--- src/sv/ihd_pkg.sv ---
package ihd_pkg;

    // TCP option kinds that the walker knows
    localparam logic [7:0] KIND_NOP   = 8'd1;
    localparam logic [7:0] KIND_MSS   = 8'd2;
    localparam logic [7:0] KIND_WS    = 8'd3;
    localparam logic [7:0] KIND_SACKP = 8'd4;
    localparam logic [7:0] KIND_TS    = 8'd8;
    localparam logic [7:0] KIND_MPTCP = 8'd30;

    // First TCP byte that belongs to the options area
    localparam int OPT_START = 20;

    // Bit positions in the IP mismatch mask
    localparam int IP_HLEN   = 0;
    localparam int IP_DSCP   = 1;
    localparam int IP_TOTLEN = 2;
    localparam int IP_ID     = 3;
    localparam int IP_FLAGS  = 4;
    localparam int IP_OFFSET = 5;
    localparam int IP_TTL    = 6;
    localparam int IP_PROTO  = 7;
    localparam int IP_CSUM   = 8;

    // Bit positions in the TCP mismatch mask
    localparam int TCP_SPORT  = 0;
    localparam int TCP_DPORT  = 1;
    localparam int TCP_SEQ    = 2;
    localparam int TCP_HLEN   = 3;
    localparam int TCP_FLAGS  = 4;
    localparam int TCP_WINDOW = 5;
    localparam int TCP_CSUM   = 6;
    localparam int TCP_URGPTR = 7;

    // Option descriptor: size, first compared byte, mismatch bit
    typedef struct packed {
        logic       known;
        logic [3:0] size;
        logic [3:0] first;
        logic [2:0] bit_idx;
    } ihd_opt_info_t;

    // Control from the datapath to the option walker
    typedef struct packed {
        logic step;     // a word is consumed this cycle
        logic restart;  // the word opens a new section
        logic take;     // the word is an option byte
        logic flush;    // the word is the last one
    } ihd_walk_ctrl_t;

    function automatic ihd_opt_info_t opt_info(input logic [7:0] kind);
        ihd_opt_info_t info;
        info = '0;
        case (kind)
            KIND_NOP: begin
                info = '{known: 1'b1, size: 4'd1, first: 4'd0, bit_idx: 3'd0};
            end
            KIND_MSS: begin
                info = '{known: 1'b1, size: 4'd4, first: 4'd2, bit_idx: 3'd1};
            end
            KIND_WS: begin
                info = '{known: 1'b1, size: 4'd3, first: 4'd2, bit_idx: 3'd2};
            end
            KIND_SACKP: begin
                info = '{known: 1'b1, size: 4'd2, first: 4'd1, bit_idx: 3'd3};
            end
            KIND_TS: begin
                info = '{known: 1'b1, size: 4'd10, first: 4'd2, bit_idx: 3'd4};
            end
            KIND_MPTCP: begin
                info = '{known: 1'b1, size: 4'd8, first: 4'd1, bit_idx: 3'd5};
            end
            default: begin
                info = '0;
            end
        endcase
        return info;
    endfunction

endpackage

--- src/sv/ihd_opt_walker.sv ---
module ihd_opt_walker (
    input  logic                    aclk,
    input  logic                    aresetn,
    input  ihd_pkg::ihd_walk_ctrl_t ctrl,
    input  logic [7:0]              sent_byte,
    input  logic [7:0]              recv_byte,
    output logic [5:0]              opt_flags
);
    import ihd_pkg::*;

    logic [7:0]    kind_reg, kind_next, kind_cur;
    logic [3:0]    idx_reg, idx_next, idx_cur;
    logic [3:0]    size_reg, size_next, size_cur;
    logic [5:0]    acc_reg, acc_next;
    logic [3:0]    idx_inc;
    logic          diff;
    ihd_opt_info_t info_s;
    ihd_opt_info_t info_h;

    // Drop the option in progress when a new section starts
    assign kind_cur = ctrl.restart ? 8'd0 : kind_reg;
    assign idx_cur  = ctrl.restart ? 4'd0 : idx_reg;
    assign size_cur = ctrl.restart ? 4'd0 : size_reg;
    assign diff     = (sent_byte != recv_byte);
    assign info_s   = opt_info(sent_byte);
    assign info_h   = opt_info(kind_cur);
    assign idx_inc  = idx_cur + 4'd1;

    // Walk one option byte: kind byte, or a byte inside a known option
    always_comb begin
        kind_next = kind_cur;
        idx_next  = idx_cur;
        size_next = size_cur;
        acc_next  = acc_reg;
        if (ctrl.take) begin
            if (idx_cur == 4'd0) begin
                if (info_s.known) begin
                    kind_next = sent_byte;
                    size_next = info_s.size;
                    if (info_s.first == 4'd0 && diff) begin
                        acc_next[info_s.bit_idx] = 1'b1;
                    end
                    idx_next = (info_s.size > 4'd1) ? 4'd1 : 4'd0;
                end
            end else if (!info_h.known) begin
                idx_next = 4'd0;
            end else begin
                if (idx_cur >= info_h.first && diff) begin
                    acc_next[info_h.bit_idx] = 1'b1;
                end
                idx_next = (idx_inc >= size_cur) ? 4'd0 : idx_inc;
            end
        end
    end

    assign opt_flags = acc_next;

    // Hold walker state; clear it after the last word
    always_ff @(posedge aclk) begin
        if (!aresetn) begin
            kind_reg <= '0;
            idx_reg  <= '0;
            size_reg <= '0;
            acc_reg  <= '0;
        end else if (ctrl.step) begin
            if (ctrl.flush) begin
                kind_reg <= '0;
                idx_reg  <= '0;
                size_reg <= '0;
                acc_reg  <= '0;
            end else begin
                kind_reg <= kind_next;
                idx_reg  <= idx_next;
                size_reg <= size_next;
                acc_reg  <= acc_next;
            end
        end
    end

`ifndef SYNTHESIS
    a_idx_in_option: assert property (@(posedge aclk) disable iff (!aresetn)
        idx_reg != 4'd0 |-> idx_reg < size_reg)
        else $error("option byte index beyond option size");
    a_flush_clears: assert property (@(posedge aclk) disable iff (!aresetn)
        ctrl.step && ctrl.flush |=> idx_reg == 4'd0 && acc_reg == 6'd0)
        else $error("walker not cleared after last word");
    a_acc_sticky: assert property (@(posedge aclk) disable iff (!aresetn)
        ctrl.step && !ctrl.flush |=> (acc_reg & $past(acc_reg)) == $past(acc_reg))
        else $error("option mismatch bit lost");
`endif

endmodule

--- src/sv/ip_tcp_header_diff.sv ---
// IP/TCP header difference checker.
// Input channel (s_): one word per byte position, a sent byte and the byte
// quoted back in the ICMP reply, a section flag (0 IP header, 1 TCP
// segment) and a last flag. A change of section restarts the position.
// Result channel (m_): one word per last-flagged input word, carrying the
// IP, TCP and option mismatch masks gathered since the previous result.
// Throughput: one input word per cycle, sustained, while results are taken.
// A result is registered: it shows on m_valid when the last word moves from
// the input register into the result register.
// When the receiver stalls, a pending result is held and the block keeps
// taking words until a second last word reaches the input register; that
// word waits there and s_ready drops until the result is taken.
// Reset (aresetn low, synchronous) empties both registers and clears the
// position, section, option walker and the accumulated mismatch bits.
// Bytes at positions of MAX_SECTION_BYTES or more in a section are ignored;
// a last flag on such a byte still closes the comparison.
module ip_tcp_header_diff #(
    parameter int MAX_SECTION_BYTES = 4096
) (
    input  logic       aclk,
    input  logic       aresetn,
    input  logic       s_valid,
    output logic       s_ready,
    input  logic [7:0] s_sent_byte,
    input  logic [7:0] s_recv_byte,
    input  logic       s_section,
    input  logic       s_last,
    output logic       m_valid,
    input  logic       m_ready,
    output logic [8:0] m_ip_mismatch,
    output logic [7:0] m_tcp_mismatch,
    output logic [5:0] m_option_mismatch
);
    import ihd_pkg::*;

    localparam int PW = $clog2(MAX_SECTION_BYTES + 1);

    // Input register
    logic          in_valid_reg;
    logic [7:0]    sent_reg;
    logic [7:0]    recv_reg;
    logic          sec_reg;
    logic          last_reg;

    // Comparison state
    logic [PW-1:0] pos_reg;
    logic          in_tcp_reg;
    logic [7:0]    prev_sent_reg;
    logic [7:0]    prev_recv_reg;
    logic          fdiff_reg, fdiff_next;
    logic [8:0]    ip_acc_reg, ip_acc_next;
    logic [7:0]    tcp_acc_reg, tcp_acc_next;

    // Result register
    logic          m_valid_reg;
    logic [8:0]    ip_out_reg;
    logic [7:0]    tcp_out_reg;
    logic [5:0]    opt_out_reg;

    logic           advance;
    logic           restart;
    logic [PW-1:0]  pos_cur;
    logic           fdiff_cur;
    logic           in_range;
    logic           fixed_area;
    logic           diff;
    logic           prev_diff;
    logic           swap_ok;
    logic [4:0]     pos_lo;
    logic [5:0]     opt_flags;
    ihd_walk_ctrl_t walk_ctrl;

    // Consume the held word unless it is a last word and the result is stuck
    assign advance = in_valid_reg && (!last_reg || !m_valid_reg || m_ready);
    assign s_ready = !in_valid_reg || advance;

    // Restart position and field tracking on a section change
    assign restart   = (sec_reg != in_tcp_reg);
    assign pos_cur   = restart ? '0 : pos_reg;
    assign fdiff_cur = restart ? 1'b0 : fdiff_reg;
    assign in_range  = (pos_cur < PW'(MAX_SECTION_BYTES));
    assign fixed_area = in_range && (pos_cur < PW'(OPT_START));
    assign pos_lo    = pos_cur[4:0];

    assign diff      = (sent_reg != recv_reg);
    assign prev_diff = (prev_sent_reg != prev_recv_reg);
    assign swap_ok   = (prev_sent_reg == recv_reg) && (sent_reg == prev_recv_reg);

    // Judge fixed header fields on their final byte
    always_comb begin
        ip_acc_next  = ip_acc_reg;
        tcp_acc_next = tcp_acc_reg;
        fdiff_next   = fdiff_cur;
        if (fixed_area && !sec_reg) begin
            case (pos_lo)
                5'd0:  if (diff) ip_acc_next[IP_HLEN] = 1'b1;
                5'd1:  if (diff) ip_acc_next[IP_DSCP] = 1'b1;
                5'd3:  if (diff || prev_diff) ip_acc_next[IP_TOTLEN] = 1'b1;
                5'd5:  if ((diff || prev_diff) && !swap_ok) ip_acc_next[IP_ID] = 1'b1;
                5'd6:  if (diff) ip_acc_next[IP_FLAGS] = 1'b1;
                5'd7:  if (diff) ip_acc_next[IP_OFFSET] = 1'b1;
                5'd8:  if (diff) ip_acc_next[IP_TTL] = 1'b1;
                5'd9:  if (diff) ip_acc_next[IP_PROTO] = 1'b1;
                5'd11: if ((diff || prev_diff) && !swap_ok) ip_acc_next[IP_CSUM] = 1'b1;
                default: ;
            endcase
        end else if (fixed_area && sec_reg) begin
            case (pos_lo)
                5'd1:  if (diff || prev_diff) tcp_acc_next[TCP_SPORT] = 1'b1;
                5'd3:  if (diff || prev_diff) tcp_acc_next[TCP_DPORT] = 1'b1;
                5'd4:  fdiff_next = diff;
                5'd5:  if (diff) fdiff_next = 1'b1;
                5'd6:  if (diff) fdiff_next = 1'b1;
                5'd7:  if (diff || fdiff_cur) tcp_acc_next[TCP_SEQ] = 1'b1;
                5'd12: if (diff) tcp_acc_next[TCP_HLEN] = 1'b1;
                5'd13: if (diff) tcp_acc_next[TCP_FLAGS] = 1'b1;
                5'd15: if (diff || prev_diff) tcp_acc_next[TCP_WINDOW] = 1'b1;
                5'd17: if (diff || prev_diff) tcp_acc_next[TCP_CSUM] = 1'b1;
                5'd19: if (diff || prev_diff) tcp_acc_next[TCP_URGPTR] = 1'b1;
                default: ;
            endcase
        end
    end

    // Option bytes go to the walker
    assign walk_ctrl.step    = advance;
    assign walk_ctrl.restart = restart;
    assign walk_ctrl.take    = sec_reg && in_range && !fixed_area;
    assign walk_ctrl.flush   = last_reg;

    ihd_opt_walker u_opt_walker (
        .aclk      (aclk),
        .aresetn   (aresetn),
        .ctrl      (walk_ctrl),
        .sent_byte (sent_reg),
        .recv_byte (recv_reg),
        .opt_flags (opt_flags)
    );

    // Load the input register whenever it is free or being consumed
    always_ff @(posedge aclk) begin
        if (!aresetn) begin
            in_valid_reg <= 1'b0;
        end else if (s_ready) begin
            in_valid_reg <= s_valid;
        end
        if (s_ready && s_valid) begin
            sent_reg <= s_sent_byte;
            recv_reg <= s_recv_byte;
            sec_reg  <= s_section;
            last_reg <= s_last;
        end
    end

    // Advance comparison state; clear it after the last word
    always_ff @(posedge aclk) begin
        if (!aresetn) begin
            pos_reg       <= '0;
            in_tcp_reg    <= 1'b0;
            prev_sent_reg <= '0;
            prev_recv_reg <= '0;
            fdiff_reg     <= 1'b0;
            ip_acc_reg    <= '0;
            tcp_acc_reg   <= '0;
        end else if (advance) begin
            if (last_reg) begin
                pos_reg       <= '0;
                in_tcp_reg    <= 1'b0;
                prev_sent_reg <= '0;
                prev_recv_reg <= '0;
                fdiff_reg     <= 1'b0;
                ip_acc_reg    <= '0;
                tcp_acc_reg   <= '0;
            end else begin
                in_tcp_reg  <= sec_reg;
                fdiff_reg   <= fdiff_next;
                ip_acc_reg  <= ip_acc_next;
                tcp_acc_reg <= tcp_acc_next;
                if (in_range) begin
                    pos_reg       <= pos_cur + PW'(1);
                    prev_sent_reg <= sent_reg;
                    prev_recv_reg <= recv_reg;
                end else begin
                    pos_reg <= pos_cur;
                end
            end
        end
    end

    // Capture the result on a last word; drop it once taken
    always_ff @(posedge aclk) begin
        if (!aresetn) begin
            m_valid_reg <= 1'b0;
        end else if (advance && last_reg) begin
            m_valid_reg <= 1'b1;
        end else if (m_ready) begin
            m_valid_reg <= 1'b0;
        end
        if (advance && last_reg) begin
            ip_out_reg  <= ip_acc_next;
            tcp_out_reg <= tcp_acc_next;
            opt_out_reg <= opt_flags;
        end
    end

    assign m_valid           = m_valid_reg;
    assign m_ip_mismatch     = ip_out_reg;
    assign m_tcp_mismatch    = tcp_out_reg;
    assign m_option_mismatch = opt_out_reg;

`ifndef SYNTHESIS
    a_last_gives_result: assert property (@(posedge aclk) disable iff (!aresetn)
        advance && last_reg |=> m_valid_reg)
        else $error("last word did not produce a result");
    a_last_clears_state: assert property (@(posedge aclk) disable iff (!aresetn)
        advance && last_reg |=> pos_reg == '0 && !in_tcp_reg && ip_acc_reg == 9'd0)
        else $error("state not cleared after last word");
    a_pos_bounded: assert property (@(posedge aclk) disable iff (!aresetn)
        pos_reg <= PW'(MAX_SECTION_BYTES))
        else $error("byte position beyond section limit");
    a_no_overwrite: assert property (@(posedge aclk) disable iff (!aresetn)
        m_valid_reg && !m_ready |=> m_valid_reg && $stable(ip_out_reg))
        else $error("pending result lost or overwritten");
`endif

endmodule
--- config.mk ---
export PLATFORM = sky130hd
export DESIGN_NAME = ip_tcp_header_diff
export DESIGN_NICKNAME = d
export VERILOG_FILES = /design/src/sv/ihd_pkg.sv /design/src/sv/ihd_opt_walker.sv /design/src/sv/ip_tcp_header_diff.sv
export SDC_FILE = /design/constraint.sdc
export NUM_CORES = 1
export LEC_CHECK = 0
export BUFFER_PORTS_ARGS = -buffer_cell sky130_fd_sc_hd__buf_2
export CAP_MARGIN = 0
export CORE_ASPECT_RATIO = 2
export CORE_UTILIZATION = 60
export DETAILED_ROUTE_END_ITERATION = 8
export PLACE_DENSITY = 0.82
export SLEW_MARGIN = 20
export SYNTH_ARGS = -nofsm -noshare
export SYNTH_HDL_FRONTEND = slang
export SYNTH_SLANG_ARGS = --single-unit
--- constraint.sdc ---
create_clock -name aclk -period 3 [get_ports aclk]
set_input_delay 0.75 -clock aclk [delete_from_list [all_inputs] [get_ports aclk]]
set_output_delay 0.75 -clock aclk [all_outputs]
set_load 0.02 [all_outputs]
### Yosys cells after proc, flatten, opt, wreduce, memory -nomap -nowiden

Index checks and enable logic that the tools add are counted.

* bits in registers: 113
* bits of input ports: 22
* output and inout bits: 25

* add/sub/neg operators: 2
* order comparisons: 9
* equality and inequality tests: 31
* multiplexer cells: 86
* bitwise operators: 2
* reductions and logical operators: 32

Operator list (count)
* 12-bit one-hot mux with 6 select lines: 2
* 8-bit two-way mux: 12
* 4-bit two-way mux: 12
* 1-bit two-way mux: 45
* 6-bit two-way mux: 7
* 13-bit two-way mux: 3
* 8-bit by 2-bit equality test with 1-bit output, second input constant: 4
* 5-bit by 4-bit equality test with 1-bit output, second input constant: 6
* 5-bit by 3-bit equality test with 1-bit output, second input constant: 4
* 9-bit two-way mux: 2
* 8-bit by 1-bit equality test with 1-bit output, second input constant: 2
* 8-bit by 3-bit equality test with 1-bit output, second input constant: 2
* 8-bit by 4-bit equality test with 1-bit output, second input constant: 2
* 8-bit by 5-bit equality test with 1-bit output, second input constant: 2
* 8-bit equality test: 2
* 8-bit inequality test: 2
* 1-bit logical AND: 14
* 13-bit by 1-bit adder with 13-bit output, second input constant: 1
* 13-bit less-than comparator, second input constant: 1
* 13-bit by 5-bit less-than comparator with 1-bit output, second input constant: 1
* 6-bit bitwise OR: 2
* 5-bit equality test, second input constant: 2
* 4-bit >= comparator: 2
* 4-bit zero test: 2
* 15 further kinds: 28

### Depth between registers and ports, before layout

* depth after elaboration: 14
* gate-level depth with buffers: 13
* mapped depth without buffers: 10

### Modules after synthesis

A second synthesis with hierarchy kept.

* cells, all modules: 587
* area total of the unflattened synthesis: 5820.6 µm²

By module, submodules not included
* ip_tcp_header_diff: times used 1, cells an instance 364, area each 3988.8 µm², sequential area each 2232.1 µm²
* ihd_opt_walker: times used 1, cells an instance 223, area each 1831.8 µm², sequential area each 440.4 µm²

### Worst setup path after synthesis

No wires, ideal clock.

* path type: register to register
* from: register sec_reg
* to: register pos_reg[6]
* setup time: 117 ps
* arrival: 2486 ps
* slack: 397 ps
* cell stages (with the launch flop): 13
* buffers on the path: 3
* cell sequence: edfxtp_1 -> buf_2 -> xnor2_2 -> buf_2 -> buf_2 -> nand2_1 -> inv_1 -> ha_1 -> inv_1 -> nor4_2 -> and3_1 -> o21ai_0 -> a22o_1

* longest elaborated chain between the ends: 5
* elaborated cells between the ends (all ways): 6
* those cells by class: add/sub: 1; order compare: 1; eq/ne: 1; mux: 3

Ends and longest elaborated chain
* from (decl): RTL line ip_tcp_header_diff.sv:42 `logic sec_reg;`
* from (signal assigned): RTL line ip_tcp_header_diff.sv:150 `sec_reg <= s_section;`
* 1-bit inequality test *: RTL line ip_tcp_header_diff.sv:78 `assign restart = (sec_reg != in_tcp_reg);`
* 13-bit two-way mux *: RTL line ip_tcp_header_diff.sv:79 `assign pos_cur = restart ? '0 : pos_reg;`
* 13-bit by 1-bit adder with 13-bit output or 13-bit less-than comparator (tied branches): RTL line ip_tcp_header_diff.sv:180, ip_tcp_header_diff.sv:81
* 13-bit two-way mux *: RTL line ip_tcp_header_diff.sv:179 `if (in_range) begin`
* 13-bit two-way mux *: RTL line ip_tcp_header_diff.sv:166 `if (last_reg) begin`
* to (signal assigned): RTL line ip_tcp_header_diff.sv:180 `pos_reg <= pos_cur + PW'(1);`
* to (signal assigned): RTL line ip_tcp_header_diff.sv:184 `pos_reg <= pos_cur;`
* to (decl): RTL line ip_tcp_header_diff.sv:46 `logic [PW-1:0] pos_reg;`

Mark *: on every way between the ends. The rest lies on a longest branch, timed or not.
A chain may end at the register's enable or synchronous reset.

### Final worst setup path

Same ends and word-level chain as after synthesis.

==> results.toml <==
[run_status]
status = "finished clean"

[yosys]
synth-seq-cells = 113
synthArstFlopShare_pct = 0
ys_seq_area_share_pct = 47.0
syn_avg_cell_area_um2 = 9.81
synth_edf_count = 41
yosysWarnings = 0
synthTopCellsByCount = "dfxtp_1 (72), nor2_1 (53), nand2_1 (52), edfxtp_1 (41), a21oi_1 (24)"
yosysMostFrequentCell = "dfxtp_1"
netlist.top_cell.by_area = "dfxtp_1"
syn_area_um2 = 5680
synthFlopType = "dfxtp_1"
syn_nets = 614
yosysTopAreaCellShare_pct = 25.4
syn_inst = 579
yosysUniqueCellTypes = 73
netlist_top_cells_area = "dfxtp_1 (25%), edfxtp_1 (22%), nor2_1 (3.5%), nand2_1 (3.4%), xor2_1 (2.9%)"

[layout]
fin_nets = 667
num-fill-cells = 657
largest_reg_flops = 13
drive_above_1_share_pct = 18.8
area_growth_pct = 16.7
antenna_cells = 0

[route]
dr.pass1.iters = 9
drtIter0Drc = 463
drc = 0
routedWlPerCell_um = 19.1
num_vias = 4923
antenna_left = 0
routed_wl_um = 14300
avgViaCountPerCell = 6.59

[clock_tree]
cts_root_buffer = "clkbuf_16"
htree_levels = 4
clkLatencyLatePin_ns = 0.42
cts_tree = "built"
clockBufferDepth = 2
path_clk_slew_ns = 0.05
cts_sinks = 113
cts-buffers-inserted = 17
post-cts-setup-buffers = 0
cts_hold_buf = 0
postCtsResizedCells = 0

[die]
core_region_area_um2 = 9070
die_area_um2 = 9890
initial_core_util_pct = 62.6
die_x_um = 70.8
fp.dieH_um = 140
io_pins = 47
row_count = 49

[sta]
slew_headroom_pct = 44.1
worst_pin_slew_ns = 0.838
fin_hold_ws_ns = 0.440
fin_setup_tns_ns = 0
rsz0062_at_grt = "false"
period_needed_ns = 2.78
finalMaxSlewViolations = 0
clock-skew-final_ns = 0.00769
finalSetupViolations = 0
fmax_mhz = 359
period_share_pct = 92.7
hold_viol = 0

[critical_path]
reg2reg_to = "pos_reg[6]"
endpoint_kind = "flip-flop"
cp-start-kind = "flip-flop"
worst-path-stages = 10
slowest_stage = "edfxtp_1"
path_delay_family = "simple AND/OR/NAND/NOR gates"
reg2reg_depth = 10
crit_arrival_ns = 3.09
critPathBufInv = 3
worstPathMaxFanout = 14
reg2reg_slack_ns = 0.22
cp_common_cell = "inv_1"
r2r-start = "sec_reg"
cp-endpoint = "pos_reg[6]"
cp.required_ns = 3.31
crit_chain = "xnor2_2, buf_4, nand2_1, inv_1, ha_1, inv_1, nor4_2, and3_1, o21ai_0, a22o_1"
cpPeakStageDelay_ns = 0.55
worstSetupPathType = "reg -> reg"
crit_path_start = "sec_reg"

[placed_design]
portBuffers = 46
place_congestion = 0.994
hpwl_um = 10400

[global_routing]
grt_max_degree = 26
grt_pass1_wl_um = 22700
met2_usage_pct = 56.6
grtUsageMet3_pct = 5.79
grt_pass1_vias = 4770
grt_usage_pct = 30.1
grt-ovfl-total = 0
grt_most_used_layer = "met2"
grt_use_met1_pct = 28.4
grt_antenna_before_repair = 0

[pwr]
cellPowerDensity_nw_per_um2 = 600
p_leak_nw = 2.67
vdd_ir_drop_max_v = 0.000497

[job]
maxCapViolations = 0

[min_path]
hp-class = "reg -> reg"
## kinds of logic (layout without fill, tap and decap cells)
| logic type | count (synthesis) | in the layout | synth area share, % |
|---|---|---|---|
| AO/OA/AOI/OAI | 156 | 156 | 19.8 |
| XOR/XNOR | 39 | 39 | 6.47 |
| adder cells (fa/ha/maj) | 13 | 13 | 2.86 |
| buffers and inverters | 48 | 114 | 4.32 |
| flip-flops | 113 | 113 | 47.0 |
| AND/OR/NAND/NOR | 210 | 210 | 19.5 |
## placed cells by master (no fill, tap or decap), types with 4 or more instances in the layout
cell and n:
o21bai_1 6, nand2_1 52, o211a_1 5, xnor2_1 18, nand2b_1 5, a31o_2 5
edfxtp_1 41, nand3_1 20, clkbuf_16 17, a22o_1 4, nand4_1 15, buf_4 21
and2_1 5, inv_1 15, nor4_1 8, a21oi_1 24, clkbuf_1 4, xor2_1 19
o21ai_1 7, a41o_1 5, a31oi_1 9, and3_1 11, a41oi_1 4, a32o_1 6
a21o_1 4, bufinv_16 4, nor3_1 11, a22oi_1 22, nor2_1 52, ha_1 13
o21ai_0 23, o31ai_1 8, buf_2 46, dfxtp_1 72
## worst register-to-register path: cells and delay by family, from the launching register on
family,cells,cell delay (ns)
XOR/XNOR,1,0.27
AND/OR/NAND/NOR,3,0.85
flip-flops,1,0.55
adder cells (fa/ha/maj),1,0.23
AO/OA/AOI/OAI,2,0.28
buffers and inverters,3,0.49
## where the power goes
part           switching, mW  internal [mW]
Sequential            0.0335           1.62
Combinational          0.154         0.0836
Clock                  0.683           1.41
Total                  0.870           3.11
## through the flow
step | power (mW) | worst slack [ns] | area [um2] | util, % | cells
finish | 3.98 | 0.218 | 6630 | 73.1 | 747
global route | 4.07 | 0.0464 | 6630 | 73.1 | 747
CTS | 3.98 | 0.283 | 6630 | 73.1 | 747
detailed placement | 1.91 | 0.309 | 6020 | 66.3 | 715
global placement | 1.91 | 0.395 | 6020 | 66.3 | 715
floorplan | 1.83 | 0.397 | 5680 | - | 579
## routing by layer
metal  up-vias  wire length (um)
li1       2275                 -
met1      2340              4940
met2       247              7910
met3        61               720
met4         0               722
met5         -                 0
## final cells by class
| class | count | area, um2 | area share (%) |
|---|---|---|---|
| Multi-Input combinational cell | 418 | 2770 | 41.8 |
| Sequential cell | 113 | 2670 | 40.3 |
| Clock buffer | 22 | 454 | 6.85 |
| Timing Repair Buffer | 67 | 388 | 5.85 |
| Clock inverter | 10 | 159 | 2.40 |
| Tap cell | 102 | 128 | 1.92 |
| Inverter | 15 | 56.3 | 0.849 |
## worst min-delay path by stage
stage,start,endpoint,slack (ns),depth (start not counted)
global placement,u_opt_walker.acc_reg[3],u_opt_walker.acc_reg[3],0.43,2
CTS,u_opt_walker.acc_reg[4],u_opt_walker.acc_reg[4],0.44,2
floorplan,tcp_acc_reg[7],tcp_acc_reg[7],0.41,2
global route,u_opt_walker.acc_reg[4],u_opt_walker.acc_reg[4],0.47,2
finish,u_opt_walker.acc_reg[4],u_opt_walker.acc_reg[4],0.44,2
detailed placement,u_opt_walker.acc_reg[4],u_opt_walker.acc_reg[4],0.44,2
No activity file was read; power rests on OpenSTA's default activity.
